`config.mk`:
```
export PLATFORM = sky130hd
export DESIGN_NAME = stepper_angle_command_controller
export DESIGN_NICKNAME = d
export VERILOG_FILES = /design/src/design/sacc_pkg.sv /design/src/design/sacc_parser.sv /design/src/design/sacc_rotor.sv /design/src/design/stepper_angle_command_controller.sv
export SDC_FILE = /design/constraint.sdc
export NUM_CORES = 1
export LEC_CHECK = 0
export ABC_CLOCK_PERIOD_IN_PS = 8100
export BUFFER_PORTS_ARGS = -buffer_cell sky130_fd_sc_hd__buf_2
export CAP_MARGIN = 20
export CELL_PAD_IN_SITES_DETAIL_PLACEMENT = 0
export CELL_PAD_IN_SITES_GLOBAL_PLACEMENT = 1
export CORE_AREA = 2 2 223 115
export DETAILED_ROUTE_END_ITERATION = 8
export DIE_AREA = 0 0 225 117
export GPL_TIMING_DRIVEN = 0
export PLACE_DENSITY_LB_ADDON = 0.2
export SLEW_MARGIN = 20
export SYNTH_ARGS = -nofsm -noshare
export SYNTH_HDL_FRONTEND = slang
export SYNTH_SLANG_ARGS = --single-unit
```
`constraint.sdc`:
```
create_clock -name clk_i -period 8.1 [get_ports clk_i]
set_clock_uncertainty 0.2 [all_clocks]
set_input_delay 2.43 -clock clk_i [delete_from_list [all_inputs] [get_ports clk_i]]
set_output_delay 2.43 -clock clk_i [all_outputs]
set_load 0.005 [all_outputs]
```
`src/design/sacc_pkg.sv`:
```
`default_nettype none
package sacc_pkg;

  localparam int unsigned ANGLE_DIGITS = 3;

  localparam logic [1:0] ANGLE_DIGITS_C = 2'(ANGLE_DIGITS);
  localparam logic [9:0] ANGLE_SCALE = (ANGLE_DIGITS == 1) ? 10'd100 :
                                       (ANGLE_DIGITS == 2) ? 10'd10 : 10'd1;

  localparam logic [9:0]  MAX_ANGLE_RST = 10'd360;
  // floor(x/9) = (x * RECIP9) >> RECIP9_SH for x < 2^15
  localparam logic [13:0] RECIP9        = 14'd14564;
  localparam int unsigned RECIP9_SH     = 17;

  localparam logic [7:0] CH_ZERO  = 8'h30;
  localparam logic [7:0] CH_NINE  = 8'h39;
  localparam logic [7:0] CH_COMMA = 8'h2C;
  localparam logic [7:0] CH_STAR  = 8'h2A;

  localparam logic [1:0] ACT_CHAR  = 2'd0;
  localparam logic [1:0] ACT_TICK  = 2'd1;
  localparam logic [1:0] ACT_ABORT = 2'd2;

  localparam logic [5:0] LED_PERIOD_FULL = 6'd25;
  localparam logic [5:0] LED_PERIOD_HALF = 6'd50;
  localparam logic [2:0] PHASE_CCW_FULL  = 3'd3;
  localparam logic [2:0] PHASE_CCW_HALF  = 3'd7;
  localparam logic [3:0] CW_IDX_MAX      = 4'd15;
  localparam logic [4:0] CCW_IDX_RST     = 5'd7;
  localparam logic [4:0] CCW_IDX_MIN     = 5'd16;

  typedef enum logic [1:0] {
    MODE_READ   = 2'd0,
    MODE_ROTATE = 2'd1,
    MODE_WAIT   = 2'd2
  } mode_e;

  typedef enum logic [1:0] {
    FIELD_ANGLE = 2'd0,
    FIELD_DIR   = 2'd1,
    FIELD_SPEED = 2'd2
  } field_e;

  typedef struct packed {
    logic       cw;
    logic       full;
    logic [8:0] target;
  } cmd_t;

  typedef struct packed {
    logic       start;
    logic       invalid;
    logic       echo_valid;
    logic [3:0] echo_digit;
    field_e     field;
  } parse_t;

  typedef struct packed {
    logic [3:0] coils;
    logic       driven;
    logic [7:0] leds;
    logic [8:0] steps;
    logic       report;
    logic       done;
  } rot_t;

  function automatic logic [3:0] full_coil(input logic [1:0] ph);
    logic [3:0] c;
    unique case (ph)
      2'd0: c = 4'h8;
      2'd1: c = 4'h1;
      2'd2: c = 4'h4;
      default: c = 4'h2;
    endcase
    return c;
  endfunction

  function automatic logic [3:0] half_coil(input logic [2:0] ph);
    logic [3:0] c;
    unique case (ph)
      3'd0: c = 4'h8;
      3'd1: c = 4'h9;
      3'd2: c = 4'h1;
      3'd3: c = 4'h5;
      3'd4: c = 4'h4;
      3'd5: c = 4'h8;
      3'd6: c = 4'h2;
      default: c = 4'h8;
    endcase
    return c;
  endfunction

  function automatic logic [7:0] bar_of(input logic [4:0] idx);
    logic [7:0] b;
    b = '0;
    if (idx[4:3] == 2'b00) begin
      b[idx[2:0]] = 1'b1;
    end
    return b;
  endfunction

endpackage
`default_nettype wire

```
`src/design/sacc_parser.sv`:
```
`default_nettype none
module sacc_parser
  import sacc_pkg::*;
(
  input  wire logic       clk_i,
  input  wire logic       rst_ni,
  input  wire logic       en_i,
  input  wire logic [7:0] rx_char_i,
  input  wire logic       clear_i,
  input  wire logic [9:0] max_angle_i,
  output parse_t          parse_o,
  output cmd_t            cmd_o
);

  field_e      field_q, field_d;
  logic [1:0]  cnt_q, cnt_d;
  logic [9:0]  angle_q, angle_d;
  logic [10:0] q9_q;
  logic        dir_given_q, dir_given_d;
  logic [3:0]  dir_q, dir_d;
  logic        spd_given_q, spd_given_d;
  logic [3:0]  spd_q, spd_d;

  logic        is_digit, is_comma;
  logic [7:0]  ch_off;
  logic [3:0]  dval;
  logic [13:0] ang_mul10, angle_acc;
  logic [27:0] prod;
  logic [10:0] q9_sel;
  logic        cmd_ok;
  parse_t      p;

  assign is_digit  = (rx_char_i >= CH_ZERO) && (rx_char_i <= CH_NINE);
  assign is_comma  = (rx_char_i == CH_COMMA);
  assign ch_off    = rx_char_i - CH_ZERO;
  assign dval      = ch_off[3:0];

  assign ang_mul10 = {1'b0, angle_q, 3'b000} + {3'b000, angle_q, 1'b0};
  assign angle_acc = ang_mul10 + {10'd0, dval};
  assign prod      = {14'd0, ang_mul10} * {14'd0, RECIP9};

  assign q9_sel = spd_q[0] ? {1'b0, q9_q[10:1]} : q9_q;
  assign cmd_o.cw     = dir_q[0];
  assign cmd_o.full   = spd_q[0];
  assign cmd_o.target = (q9_sel[10:9] != 2'b00) ? 9'h1FF : q9_sel[8:0];

  assign cmd_ok = (angle_q <= max_angle_i) && dir_given_q && (dir_q <= 4'd1) &&
                  (spd_q <= 4'd1);

  always_comb begin
    field_d     = field_q;
    cnt_d       = cnt_q;
    angle_d     = angle_q;
    dir_given_d = dir_given_q;
    dir_d       = dir_q;
    spd_given_d = spd_given_q;
    spd_d       = spd_q;
    p           = '0;
    p.field     = field_q;
    if (en_i) begin
      unique case (field_q)
        FIELD_ANGLE: begin
          if (cnt_q < ANGLE_DIGITS_C) begin
            if (is_digit) begin
              angle_d      = angle_acc[9:0];
              cnt_d        = cnt_q + 2'd1;
              p.echo_valid = 1'b1;
              p.echo_digit = dval;
            end
          end else if (is_comma) begin
            angle_d = angle_q * ANGLE_SCALE;
            field_d = FIELD_DIR;
            cnt_d   = '0;
          end
        end
        FIELD_DIR: begin
          if (!dir_given_q) begin
            if (is_digit) begin
              dir_given_d  = 1'b1;
              dir_d        = dval;
              p.echo_valid = 1'b1;
              p.echo_digit = dval;
            end
          end else if (is_comma) begin
            field_d = FIELD_SPEED;
            cnt_d   = '0;
          end
        end
        FIELD_SPEED: begin
          if (!spd_given_q) begin
            if (is_digit) begin
              spd_given_d  = 1'b1;
              spd_d        = dval;
              p.echo_valid = 1'b1;
              p.echo_digit = dval;
            end
          end else if (is_comma) begin
            if (cmd_ok) begin
              p.start = 1'b1;
              field_d = FIELD_ANGLE;
              cnt_d   = '0;
            end else begin
              p.invalid = 1'b1;
            end
          end
        end
        default: begin
          field_d = FIELD_ANGLE;
        end
      endcase
    end
    if (clear_i || p.invalid) begin
      field_d     = FIELD_ANGLE;
      cnt_d       = '0;
      angle_d     = '0;
      dir_given_d = 1'b0;
      dir_d       = '0;
      spd_given_d = 1'b0;
      spd_d       = '0;
    end
    p.field = field_d;
  end

  assign parse_o = p;

  always_ff @(posedge clk_i or negedge rst_ni) begin
    if (!rst_ni) begin
      field_q     <= FIELD_ANGLE;
      cnt_q       <= '0;
      angle_q     <= '0;
      dir_given_q <= 1'b0;
      dir_q       <= '0;
      spd_given_q <= 1'b0;
      spd_q       <= '0;
    end else begin
      field_q     <= field_d;
      cnt_q       <= cnt_d;
      angle_q     <= angle_d;
      dir_given_q <= dir_given_d;
      dir_q       <= dir_d;
      spd_given_q <= spd_given_d;
      spd_q       <= spd_d;
    end
  end

  // quotient is registered from the angle in the cycle after it, long before the speed field closes
  always_ff @(posedge clk_i) begin
    q9_q <= prod[RECIP9_SH +: 11];
  end

  a_cnt_range: assert property (@(posedge clk_i) disable iff (!rst_ni)
    cnt_q <= ANGLE_DIGITS_C)
    else $error("digit count beyond angle width");

  a_cnt_only_angle: assert property (@(posedge clk_i) disable iff (!rst_ni)
    field_q != FIELD_ANGLE |-> cnt_q == 2'd0)
    else $error("digit count left set outside angle field");

endmodule
`default_nettype wire

```
`src/design/sacc_rotor.sv`:
```
`default_nettype none
module sacc_rotor
  import sacc_pkg::*;
(
  input  wire logic clk_i,
  input  wire logic rst_ni,
  input  wire logic clear_i,
  input  wire logic start_i,
  input  wire logic tick_i,
  input  wire cmd_t cmd_i,
  output rot_t      rot_o
);

  logic [8:0] target_q, target_d;
  logic [8:0] count_q, count_d;
  logic [2:0] phase_q, phase_d;
  logic [3:0] cw_idx_q, cw_idx_d;
  logic [4:0] ccw_idx_q, ccw_idx_d;
  logic [5:0] led_cnt_q, led_cnt_d;
  logic [3:0] coil_q, coil_d;
  logic [7:0] led_q, led_d;

  logic       done, driven, report, led_hit;
  logic [2:0] ph_inc, ph_last;
  logic [5:0] led_cnt_inc, led_period;

  assign done        = count_q >= target_q;
  assign ph_inc      = phase_q + 3'd1;
  assign ph_last     = cmd_i.full ? PHASE_CCW_FULL : PHASE_CCW_HALF;
  assign led_period  = cmd_i.full ? LED_PERIOD_FULL : LED_PERIOD_HALF;
  assign led_cnt_inc = led_cnt_q + 6'd1;
  assign led_hit     = (led_cnt_inc == led_period);

  always_comb begin
    target_d  = target_q;
    count_d   = count_q;
    phase_d   = phase_q;
    cw_idx_d  = cw_idx_q;
    ccw_idx_d = ccw_idx_q;
    led_cnt_d = led_cnt_q;
    coil_d    = coil_q;
    led_d     = led_q;
    driven    = 1'b0;
    report    = 1'b0;
    if (clear_i) begin
      target_d  = '0;
      count_d   = '0;
      phase_d   = '0;
      cw_idx_d  = '0;
      ccw_idx_d = CCW_IDX_RST;
      led_cnt_d = '0;
    end else if (start_i) begin
      target_d = cmd_i.target;
      phase_d  = cmd_i.cw ? 3'd0 : ph_last;
    end else if (tick_i) begin
      if (!done) begin
        coil_d  = cmd_i.full ? full_coil(phase_q[1:0]) : half_coil(phase_q);
        driven  = 1'b1;
        if (cmd_i.cw) begin
          phase_d = (cmd_i.full && ph_inc == 3'd4) ? 3'd0 : ph_inc;
        end else begin
          phase_d = (phase_q == 3'd0) ? ph_last : phase_q - 3'd1;
        end
        count_d = count_q + 9'd1;
        report  = cmd_i.full ? (count_d[2:0] == 3'd0) : (count_d[3:0] == 4'd0);
        led_cnt_d = led_hit ? 6'd0 : led_cnt_inc;
        if (led_hit) begin
          if (cmd_i.cw) begin
            led_d = bar_of({1'b0, cw_idx_q});
            if (cw_idx_q != CW_IDX_MAX) begin
              cw_idx_d = cw_idx_q + 4'd1;
            end
          end else begin
            led_d = bar_of(ccw_idx_q);
            if (ccw_idx_q != CCW_IDX_MIN) begin
              ccw_idx_d = ccw_idx_q - 5'd1;
            end
          end
        end
      end else begin
        led_d = '0;
      end
    end
  end

  assign rot_o.coils  = coil_d;
  assign rot_o.driven = driven;
  assign rot_o.leds   = led_d;
  assign rot_o.steps  = count_d;
  assign rot_o.report = report;
  assign rot_o.done   = done;

  always_ff @(posedge clk_i or negedge rst_ni) begin
    if (!rst_ni) begin
      target_q  <= '0;
      count_q   <= '0;
      phase_q   <= '0;
      cw_idx_q  <= '0;
      ccw_idx_q <= CCW_IDX_RST;
      led_cnt_q <= '0;
      coil_q    <= '0;
      led_q     <= '0;
    end else begin
      target_q  <= target_d;
      count_q   <= count_d;
      phase_q   <= phase_d;
      cw_idx_q  <= cw_idx_d;
      ccw_idx_q <= ccw_idx_d;
      led_cnt_q <= led_cnt_d;
      coil_q    <= coil_d;
      led_q     <= led_d;
    end
  end

  a_count_le_target: assert property (@(posedge clk_i) disable iff (!rst_ni)
    count_q <= target_q)
    else $error("step count passed target");

  a_full_phase: assert property (@(posedge clk_i) disable iff (!rst_ni)
    tick_i && !done && cmd_i.full |=> phase_q[2] == 1'b0)
    else $error("full-step phase out of table");

endmodule
`default_nettype wire

```
`src/design/stepper_angle_command_controller.sv`:
```
// Stepper angle command controller.
// Input stream: s_axis_tuser carries the kind (0 character, 1 step tick,
// 2 abort), s_axis_tdata the received character. Each request yields one
// result on the m_axis side carrying coil drive, LED bar, echoed digit,
// mode, field being read, step count and report/finish flags.
// Commands arrive as angle digits, direction digit, speed digit, each
// closed by a comma; a valid command starts a rotation, an invalid one
// clears back to the reading state. '*' after the end or an abort clears.
// Timing: a request is registered on entry, then processed into the result
// register; m_axis_tvalid rises when the result register is loaded, and one
// request is taken per cycle in steady state while the receiver keeps up.
// If the receiver stalls, the result register holds and the input register
// fills; s_axis_tready drops only when both are occupied.
// cfg_we_i/cfg_wdata_i write the maximum angle; write only when idle.
// Reset: reading mode, angle field, max angle 360, coils and LEDs off,
// both stages empty.
`default_nettype none
module stepper_angle_command_controller
  import sacc_pkg::*;
(
  input  wire logic        clk_i,
  input  wire logic        rst_ni,
  input  wire logic        cfg_we_i,
  input  wire logic [9:0]  cfg_wdata_i,
  input  wire logic        s_axis_tvalid,
  output logic             s_axis_tready,
  input  wire logic [7:0]  s_axis_tdata,   // [7:0] rx_char
  input  wire logic [1:0]  s_axis_tuser,   // [1:0] action
  output logic             m_axis_tvalid,
  input  wire logic        m_axis_tready,
  // [3:0] coils, [4] coils_driven, [12:5] leds, [16:13] echo_digit,
  // [17] echo_valid, [19:18] mode, [21:20] read_field, [30:22] steps_done,
  // [31] report_point, [32] finished, [39:33] zero
  output logic [39:0]      m_axis_tdata
);

  logic [9:0]  max_angle_q;
  logic        in_v_q;
  logic [1:0]  in_act_q;
  logic [7:0]  in_ch_q;
  logic        out_v_q;
  logic [39:0] out_data_q, out_data_d;
  mode_e       mode_q, mode_d;

  logic   adv, fire, char_ev, tick_ev, abort_ev, star_clr, fin;
  parse_t parse;
  cmd_t   cmd;
  rot_t   rot;

  assign adv           = !out_v_q || m_axis_tready;
  assign fire          = in_v_q && adv;
  assign s_axis_tready = !in_v_q || adv;
  assign m_axis_tvalid = out_v_q;
  assign m_axis_tdata  = out_data_q;

  assign char_ev  = fire && (in_act_q == ACT_CHAR);
  assign tick_ev  = fire && (in_act_q == ACT_TICK);
  assign abort_ev = fire && (in_act_q == ACT_ABORT);
  assign star_clr = char_ev && (mode_q == MODE_WAIT) && (in_ch_q == CH_STAR);

  sacc_parser u_parser (
    .clk_i       (clk_i),
    .rst_ni      (rst_ni),
    .en_i        (char_ev && (mode_q == MODE_READ)),
    .rx_char_i   (in_ch_q),
    .clear_i     (star_clr),
    .max_angle_i (max_angle_q),
    .parse_o     (parse),
    .cmd_o       (cmd)
  );

  sacc_rotor u_rotor (
    .clk_i   (clk_i),
    .rst_ni  (rst_ni),
    .clear_i (star_clr || parse.invalid),
    .start_i (parse.start),
    .tick_i  (tick_ev && (mode_q == MODE_ROTATE)),
    .cmd_i   (cmd),
    .rot_o   (rot)
  );

  always_comb begin
    mode_d = mode_q;
    fin    = 1'b0;
    unique case (mode_q)
      MODE_READ: begin
        if (parse.start) begin
          mode_d = MODE_ROTATE;
        end
      end
      MODE_ROTATE: begin
        if ((tick_ev && rot.done) || abort_ev) begin
          mode_d = MODE_WAIT;
          fin    = 1'b1;
        end
      end
      MODE_WAIT: begin
        if (star_clr) begin
          mode_d = MODE_READ;
        end
      end
      default: begin
        mode_d = MODE_READ;
      end
    endcase
  end

  assign out_data_d = {7'd0, fin, rot.report, rot.steps, parse.field, mode_d,
                       parse.echo_valid, parse.echo_digit, rot.leds, rot.driven,
                       rot.coils};

  always_ff @(posedge clk_i or negedge rst_ni) begin
    if (!rst_ni) begin
      max_angle_q <= MAX_ANGLE_RST;
      in_v_q      <= 1'b0;
      out_v_q     <= 1'b0;
      mode_q      <= MODE_READ;
    end else begin
      if (cfg_we_i) begin
        max_angle_q <= cfg_wdata_i;
      end
      if (s_axis_tready) begin
        in_v_q <= s_axis_tvalid;
      end
      if (adv) begin
        out_v_q <= in_v_q;
      end
      mode_q <= mode_d;
    end
  end

  always_ff @(posedge clk_i) begin
    if (s_axis_tvalid && s_axis_tready) begin
      in_act_q <= s_axis_tuser;
      in_ch_q  <= s_axis_tdata;
    end
    if (fire) begin
      out_data_q <= out_data_d;
    end
  end

  a_fin_to_wait: assert property (@(posedge clk_i) disable iff (!rst_ni)
    fire && fin |=> mode_q == MODE_WAIT && out_data_q[32])
    else $error("finish without entering wait");

  a_start_only_read: assert property (@(posedge clk_i) disable iff (!rst_ni)
    parse.start |-> mode_q == MODE_READ && char_ev)
    else $error("command start outside reading");

endmodule
`default_nettype wire

```
Yosys cells after proc, flatten, opt, wreduce, memory -nomap -nowiden:

Cells that the tools add are included.

* logic and storage cells: 255
* flip-flop bits (word level): 140
* input port bits: 25
* output and inout bits: 42

* multiply operators: 1
* mux-type cells: 117
* equal/unequal tests: 30
* reduce and logical (&&, ||, !) cells: 58
* add/sub/neg operators: 10
* $lt $le $gt $ge: 11
* bitwise logic cells: 1

Operators by type and width (count)
* $mux W4: 21
* $mux W8: 8
* $mux W9: 7
* $mux W5: 11
* $mux W10: 5
* $mux W2: 24
* $mux W6: 6
* $mux W3: 9
* $mul A14 B12 Y26 const B: 1
* $reduce_bool A2 Y1: 13
* $pmux W4 S5: 1
* $pmux W2 S3: 3
* $logic_and A1 B1 Y1: 17
* $eq A8 B6 Y1 const B: 2
* $mux W1: 16
* $pmux W5 S3: 1
* $add A13 B11 Y14: 1
* $ne A3 B1 Y1 const B: 4
* $pmux W4 S3: 1
* $reduce_and A4 Y1: 3
* $reduce_and A6 Y1: 2
* $mux W11: 1
* $add A10 B4 Y10: 1
* $le A10 B10 Y1: 1
* other kinds (41): 69

Longest topological paths before layout:

Gate-level depths: netlist of run 1.

* word-level depth: 12
* depth in mapped cells: 29
* mapped depth without buffers: 29

Modules after synthesis:

Synthesis of run 1 repeated with hierarchy kept, for this count alone.

* cell total of the unflattened synthesis: 1002
* area total of the unflattened synthesis: 10098.4 sq um

Modules (own cells, without submodules)
* sacc_parser: area an instance 5052.3 sq um, times used 1, cells an instance 570, seq. area each 820.8 sq um
* sacc_rotor: area an instance 3057.9 sq um, times used 1, cells an instance 331, seq. area each 1204.9 sq um
* stepper_angle_command_controller: area an instance 1988.2 sq um, times used 1, cells an instance 101, seq. area each 1646.6 sq um

Worst setup path after synthesis of run 1:

No wires, ideal clock.

* path kind: register -> register
* start: register u_parser.angle_q[1]
* end: register u_parser.q9_q[10]
* setup slack: 1670 ps
* path buffers: 0
* cell stages (with the launch flop): 28
* arrival time: 6110 ps
* setup time: 121 ps
* cells stage by stage: dfrtp_1 inv_1 fa_1 nor2b_1 o21ai_1 a21boi_1 o21ai_1 nor2b_1 xnor2_2 xor2_1 ha_1 ha_1 inv_1 fa_1 inv_1 fa_1 inv_1 fa_1 inv_1 ha_1 nand3_1 or3_1 o211ai_1 a41oi_1 a31oi_1 a211o_1 a21oi_1 xnor2_1

* word-level cells in the longest chain between the ends: 2

RTL lines
* start, declared: line sacc_parser.sv:17 `logic [9:0] angle_q, angle_d;`
* start signal, assigned: line sacc_parser.sv:138 `angle_q <= angle_d;`
* $add A13 B11 Y14: line sacc_parser.sv:38 `assign ang_mul10 = {1'b0, angle_q, 3'b000} + {3'b000, angle_q, 1'b0};`
* $mul A14 B12 Y26: line sacc_parser.sv:40 `assign prod = {14'd0, ang_mul10} * {14'd0, RECIP9};`
* via u_parser.prod[27]: line sacc_parser.sv:28 `logic [27:0] prod;`
* end signal, assigned: line sacc_parser.sv:148 `q9_q <= prod[RECIP9_SH +: 11];`
* end, declared: line sacc_parser.sv:18 `logic [10:0] q9_q;`

The timed path passes the listed nets, and every way through them passes these cells.
A chain may end at the register's enable or synchronous reset.

Worst setup path after layout of run 1:

Ends and elaborated chain as after synthesis.

==> impl_metrics.env, run 1 <==
export IMPL_status="finished, final reports clean"
export IMPL_critPathLaunch="u_parser.angle_q[1]$_DFFE_PN0P_"
export IMPL_die_h_um=117
export IMPL_htree_levels=4
export IMPL_cts_tree="done"
export IMPL_worstMarginPinSlew_ns=0.8126
export IMPL_routedWlPerCell_um=16.59
export IMPL_yosys_area_top_type_share_pct=20.99
export IMPL_layout_drive_gt1_share_pct=13.63
export IMPL_leakage_uw=0.005343
export IMPL_grt_pass1_vias=6400
export IMPL_syn2layout_area_growth_pct=14.33
export IMPL_timing_fmax_mhz=138.3
export IMPL_grt_first_pass_wirelength_mm=36.66
export IMPL_drtPass1Iterations=5
export IMPL_grt_max_degree=72
export IMPL_core_area_um2=24570
export IMPL_worstSetupStartpointType="flip-flop"
export IMPL_clk_pin_slew_worst_paths_ns=0.06
export IMPL_ioPinCount=67
export IMPL_setup_violations_final=0
export IMPL_critical_path_class="flip-flop to flip-flop"
export IMPL_drv_slew=0
export IMPL_layout_commonest_cell="ha_1"
export IMPL_antenna_found_initial=0
export IMPL_rsz0062_at_grt="no"
export IMPL_gp_congestion=0.8140
export IMPL_finalWirelength_mm=22.38
export IMPL_r2r_slack_ns=0.87
export IMPL_end_kind="flip-flop"
export IMPL_initialDrtViolationCount=421
export IMPL_holdWs_ns=0.2761
export IMPL_fin_crit_sh_pct=89.28
export IMPL_cp_arrival_ns=7.36
export IMPL_gr_usage_all_layers_pct=18.46
export IMPL_drv_cap=0
export IMPL_die_area_um2=26330
export IMPL_clock_latency_ns=0.44
export IMPL_yosysWarningCount=0
export IMPL_timing_final_crit_period_ns=7.232
export IMPL_dpl_hpwl_mm=17.71
export IMPL_cts_sinks=140
export IMPL_cp_max_fo=8
export IMPL_dp_cells=1317
export IMPL_rr_startpoint="u_parser.angle_q[1]$_DFFE_PN0P_"
export IMPL_synth_distinct_cells=77
export IMPL_num_vias=6660
export IMPL_stdcell_count=1349
export IMPL_irDropWorstVdd_v=0.0001287
export IMPL_fillers=2358
export IMPL_cts_hold_fix_buffers=0
export IMPL_tns_ns=0
export IMPL_maxSlewHeadroom_pct=45.44
export IMPL_post_cts_buffers=0
export IMPL_syn_area_um2=9420
export IMPL_antenna_cells=0
export IMPL_synth_flop_cell="dfrtp_1"
export IMPL_vias_per_cell=4.937
export IMPL_cts_max_path_buffers=2
export IMPL_cts_resized=0
export IMPL_overflow=0
export IMPL_syn_inst=929
export IMPL_p_per_area_nw_per_um2=255.9
export IMPL_ant_nets=0
export IMPL_synth_avg_cell_area_um2=10.14
export IMPL_num_rows=41
export IMPL_min_path_type="flip-flop to flip-flop"
export IMPL_ys_seq_area_share_pct=38.98
export IMPL_synth_async_sr_flop_share_pct=61.43
export IMPL_die_w_um=225
export IMPL_fin_util_pct=43.83
export IMPL_start_util_pct=38.34
export IMPL_required_ns=8.22
export IMPL_hp_start="u_rotor.led_q[0]$_DFF_PN0_"
export IMPL_io_buffer_count=58
export IMPL_nets=1190
export IMPL_final_cell_mix="124 x ha_1, 109 x inv_1, 84 x nand2_1"
export IMPL_cts_made_buffers=17
export IMPL_synth_edf_count=43
export IMPL_clockRootBuffer="clkbuf_16"
export IMPL_hold_violations=0
export IMPL_ys_seq_elements=140
export IMPL_yosysTopAreaCell="dfrtp_1"
export IMPL_drc=0
export IMPL_synthTopCellsByArea="dfrtp_1 21%, ha_1 16%, edfxtp_1 14%, fa_1 5.7%, inv_1 4.4%"
-- cell usage after synthesis (5+ instances only) --
library cell  instances
fa_1                 27
o31ai_1               6
nand2b_1             18
or3_1                 8
o22ai_1               8
a22o_1               12
a22oi_1               7
nand2_1              84
nor2_1               57
edfxtp_1             43
dfxtp_1              11
ha_1                124
nor2b_1               5
dfrtp_1              79
nand3_1              24
a21o_1               17
and3_1               10
o21ai_1               7
dfstp_2               7
buf_4                11
nand4_1               7
inv_1               110
o21ai_0              49
a21oi_1              32
xor2_1               30
and2_1                8
nor3_1               12
xnor2_1              28
-- state kept, by name (all words and copies together), names as in the netlist, 3 cells and up --
register,flops
m_axis_tdata,33
u_parser.q9_q,11
max_angle_q,10
u_parser.angle_q,10
u_rotor.count_q,9
u_rotor.target_q,9
in_ch_q,8
u_rotor.led_q,8
u_rotor.led_cnt_q,6
u_rotor.ccw_idx_q,5
u_parser.dir_q,4
u_parser.spd_q,4
u_rotor.coil_q,4
u_rotor.cw_idx_q,4
u_rotor.phase_q,3
-- where the power goes --
part | switching (uW) | internal [uW]
Combinational | 684 | 487
Clock | 319 | 450
Sequential | 31.9 | 784
-- critical path, cell delays in order (launching register included) --
cell	delay, ns
dfrtp_1	0.56
inv_1	0.18
fa_1	0.48
nor2b_1	0.14
o21ai_1	0.08
a21boi_1	0.20
o21ai_1	0.10
nor2b_1	0.16
xnor2_2	0.40
xor2_1	0.13
ha_1	0.32
ha_1	0.35
inv_1	0.07
fa_1	0.48
inv_1	0.05
fa_1	0.52
inv_1	0.05
fa_1	0.53
inv_1	0.04
ha_1	0.28
nand3_1	0.10
or3_1	0.31
o211ai_1	0.35
a41oi_1	0.21
a31oi_1	0.40
a211o_1	0.22
a21oi_1	0.09
xnor2_1	0.12
-- logic make-up after synthesis --
| logic type | Yosys count | synth area share [%] |
|---|---|---|
| AND/OR/NAND/NOR | 257 | 13.47 |
| flip-flops | 140 | 38.98 |
| multiplexers | 7 | 0.8234 |
| other | 1 | 0.03981 |
| AO/OA/AOI/OAI | 179 | 12.88 |
| XOR/XNOR | 59 | 5.565 |
| buffers and inverters | 135 | 6.030 |
| adder cells (fa/ha/maj) | 151 | 22.21 |
-- area by class of cell --
cell class                      count  area (um2)  area share, %
Multi-Input combinational cell    660        5202          48.30
Clock inverter                     12       112.6          1.046
Clock buffer                       20       467.9          4.345
Buffer                             24       151.4          1.406
Timing Repair Buffer               60       344.1          3.195
Tap cell                          322       402.9          3.741
Inverter                          111       416.7          3.869
Sequential cell                   140        3672          34.10
-- final timing paths --
kind                       depth (start not counted)                     endpoint
min in group asynchronous                          1  u_rotor.coil_q[2]$_DFF_PN0_
max reg2reg                                       27    u_parser.q9_q[10]$_DFF_P_
max                                               27    u_parser.q9_q[10]$_DFF_P_
min                                                2   u_rotor.led_q[0]$_DFF_PN0_
max in group asynchronous                          2   max_angle_q[5]$_DFFE_PN1P_
min reg2reg                                        2   u_rotor.led_q[0]$_DFF_PN0_
-- per-layer routing --
layer	up-vias	routed length [um]	GRT usage (%)
li1	3387	-	-
met3	14	1030	3.969
met2	139	7517	22.18
met1	3120	13660	31.73
met4	0	172	3.576
met5	-	0	0
-- through the flow --
stage,worst slack (ns),power (uW),cell area [um2]
CTS,0.7608,2790,10770
finish,0.8681,2756,10770
global route,0.2220,3016,10770
floorplan,1.670,1686,9443
global placement,0.8519,1997,10140
detailed placement,0.7907,2002,10190
Power figures use the tool's default switching activity.
==> inputs of run 2 (changes only) <==
--- a/config.mk
+++ b/config.mk
@@ -5,15 +5,17 @@
 export SDC_FILE = /design/constraint.sdc
 export NUM_CORES = 1
 export LEC_CHECK = 0
+export ABC_AREA = 1
 export ABC_CLOCK_PERIOD_IN_PS = 8100
 export BUFFER_PORTS_ARGS = -buffer_cell sky130_fd_sc_hd__buf_2
 export CAP_MARGIN = 20
 export CELL_PAD_IN_SITES_DETAIL_PLACEMENT = 0
 export CELL_PAD_IN_SITES_GLOBAL_PLACEMENT = 1
-export CORE_AREA = 2 2 223 115
+export CORE_AREA = 2 2 228 118
 export DETAILED_ROUTE_END_ITERATION = 8
-export DIE_AREA = 0 0 225 117
+export DIE_AREA = 0 0 230 120
 export GPL_TIMING_DRIVEN = 0
+export MAX_ROUTING_LAYER = met4
 export PLACE_DENSITY_LB_ADDON = 0.2
 export SLEW_MARGIN = 20
 export SYNTH_ARGS = -nofsm -noshare
==> run 2 against run 1 <==
  * First-iteration DRC count is 72% higher
  * Register-to-register slack improved by 0.07 ns
  * Synthesized cell count increased by 22%
  * Cell area grew 4.0%
  * Critical path depth grew 4
  * Worst setup slack improved by 0.074 ns
  * Clock-buffer cell count fell by 2
  * Sequential share of layout area down 1.3 points
==> impl_metrics.env, run 2 <==
export IMPL_status="finished, final reports clean"
export IMPL_timing_fmax_mhz=139.7
export IMPL_worstMarginPinSlew_ns=0.9861
export IMPL_io_buffer_count=58
export IMPL_cts_made_buffers=17
export IMPL_vias_per_cell=4.767
export IMPL_grt_first_pass_wirelength_mm=40.60
export IMPL_crit_path_end="u_parser.q9_q[9]$_DFF_P_"
export IMPL_ioPinCount=67
export IMPL_cts_tree="done"
export IMPL_timing_final_crit_period_ns=7.157
export IMPL_gr_usage_all_layers_pct=19.88
export IMPL_overflow=0
export IMPL_final_cell_mix="203 x inv_1, 203 x nand2_1, 124 x ha_1"
export IMPL_rr_startpoint="u_parser.angle_q[0]$_DFFE_PN0P_"
export IMPL_clock_latency_ns=0.43
export IMPL_drv_slew=0
export IMPL_largest_reg_flops=33
export IMPL_nets=1392
export IMPL_num_vias=7537
export IMPL_post_cts_buffers=0
export IMPL_syn2layout_area_growth_pct=14.08
export IMPL_drc=0
export IMPL_synth_flop_cell="dfrtp_1"
export IMPL_crit_path_frequent_cell="inv_1"
export IMPL_ff2ff_path_depth=31
export IMPL_yosys_area_top_type_share_pct=20.14
export IMPL_hold_violations=0
export IMPL_antenna_cells=0
export IMPL_maxSlewHeadroom_pct=33.56
export IMPL_dpl_hpwl_mm=20.62
export IMPL_cts_sinks=140
export IMPL_r2r_slack_ns=0.94
export IMPL_start_util_pct=38.12
export IMPL_grt_max_degree=45
export IMPL_reg2reg_to="u_parser.q9_q[9]$_DFF_P_"
export IMPL_clockRootBuffer="clkbuf_16"
export IMPL_synth_distinct_cells=57
export IMPL_layout_drive_gt1_share_pct=10.90
export IMPL_critical_path_class="flip-flop to flip-flop"
export IMPL_seqCellArea_um2=3672
export IMPL_die_area_um2=27600
export IMPL_routedWlPerCell_um=15.81
export IMPL_finalWirelength_mm=24.99
export IMPL_required_ns=8.26
export IMPL_num_rows=42
export IMPL_cts_hold_fix_buffers=0
export IMPL_cpMaxStageDelayCell="xor2_1"
export IMPL_grt_pass1_vias=6967
export IMPL_synthTopCellsByArea="dfrtp_1 20%, ha_1 16%, edfxtp_1 13%, inv_1 7.8%, nand2_1 7.8%"
export IMPL_synth_async_sr_flop_share_pct=61.43
export IMPL_synth_edf_count=43
export IMPL_yosysWarningCount=0
export IMPL_synth_avg_cell_area_um2=8.680
export IMPL_cp_arrival_ns=7.32
export IMPL_worstSetupStartpointType="flip-flop"
export IMPL_ys_seq_area_share_pct=37.41
export IMPL_critPathLaunch="u_parser.angle_q[0]$_DFFE_PN0P_"
export IMPL_cts_max_path_buffers=2
export IMPL_min_path_type="flip-flop to flip-flop"
export IMPL_setup_violations_final=0
export IMPL_htree_levels=4
export IMPL_ys_top_cells_by_count="203 x inv_1, 203 x nand2_1, 124 x ha_1"
export IMPL_syn_area_um2=9817
export IMPL_clk_pin_slew_worst_paths_ns=0.06
export IMPL_ys_seq_elements=140
export IMPL_slowest_delay_ns=0.62
export IMPL_die_h_um=120
export IMPL_antenna_found_initial=0
export IMPL_gp_congestion=0.8679
export IMPL_fillers=2585
export IMPL_fin_crit_sh_pct=88.36
export IMPL_die_w_um=230
export IMPL_core_area_um2=25750
export IMPL_syn_inst=1131
export IMPL_yosysTopAreaCell="dfrtp_1"
export IMPL_multi_input_area_um2=5295
export IMPL_cp_max_fo=6
export IMPL_drv_cap=0
export IMPL_ant_nets=0
export IMPL_rsz0062_at_grt="no"
export IMPL_tns_ns=0
export IMPL_drtPass1Iterations=5
export IMPL_initialDrtViolationCount=725
export IMPL_end_kind="flip-flop"
export IMPL_cts_resized=0
[run 2: final cells by class]
class	count	area share [%]
timing repair buffer	60	3.139
buffer	19	0.8826
clock inverter	14	1.084
clock buffer	18	3.921
sequential	140	32.79
multi-input combinational	770	47.28
inverter	208	6.971
tap	352	3.933
[run 2: critical path, delay by kind of cell (launching register included)]
| family | cells | cell delay, ns |
|---|---|---|
| xor gates and xnor gates | 2 | 0.78 |
| DFF | 1 | 0.56 |
| buffers and inverters | 8 | 0.62 |
| adders and majority gates | 8 | 3.08 |
| AOI/OAI and AO/OA | 4 | 0.88 |
| and+or+nand+nor | 9 | 0.99 |
[run 2: metrics by stage]
stage                     instances  setup WS [ns]  hold WS (ns)  instance area, um2  util (%)
final                          1581         0.9425        0.2804               11200     43.49
after global routing           1581         0.4716        0.3024               11200     43.49
after CTS                      1581         0.9312        0.2808               11200     43.49
after detailed placement       1549         0.9862        0.2737               10640     41.32
after global placement         1547         0.9489        0.2713               10570     41.05
after floorplan                1137          2.140        0.2395                9839         -
[run 2: routing by layer]
metal | global-route usage (%) | part of all wire (%)
met5 | - | 0
met4 | 3.145 | 0.54
met3 | 3.945 | 5.1
met2 | 20.59 | 31
met1 | 35.70 | 63
[run 2: kinds of logic after synthesis]
family / share of synthesized area, %
AO/OA/AOI/OAI: 11.57
flip-flops: 37.41
other: 0.03820
buffers and inverters: 8.960
multiplexers: 0.1147
adder cells (fa/ha/maj): 21.31
XOR/XNOR: 3.734
AND/OR/NAND/NOR: 16.86
[run 2: how the worst min path moves through the flow]
| stage | to | slack, ns | cells after the start | start |
|---|---|---|---|---|
| after floorplan | u_rotor.led_q[7]$_DFF_PN0_ | 0.24 | 2 | u_rotor.led_q[7]$_DFF_PN0_ |
| after global placement | u_rotor.coil_q[3]$_DFF_PN0_ | 0.27 | 2 | u_rotor.coil_q[3]$_DFF_PN0_ |
| after detailed placement | u_rotor.coil_q[3]$_DFF_PN0_ | 0.27 | 2 | u_rotor.coil_q[3]$_DFF_PN0_ |
| after CTS | u_rotor.led_q[7]$_DFF_PN0_ | 0.28 | 2 | u_rotor.led_q[7]$_DFF_PN0_ |
| after global routing | u_rotor.led_q[7]$_DFF_PN0_ | 0.30 | 2 | u_rotor.led_q[7]$_DFF_PN0_ |
| final | u_rotor.led_q[7]$_DFF_PN0_ | 0.28 | 2 | u_rotor.led_q[7]$_DFF_PN0_ |
Power of run 2 is not shown: default switching activity piles up to over one toggle a cycle in this logic, so the estimate is an artifact.
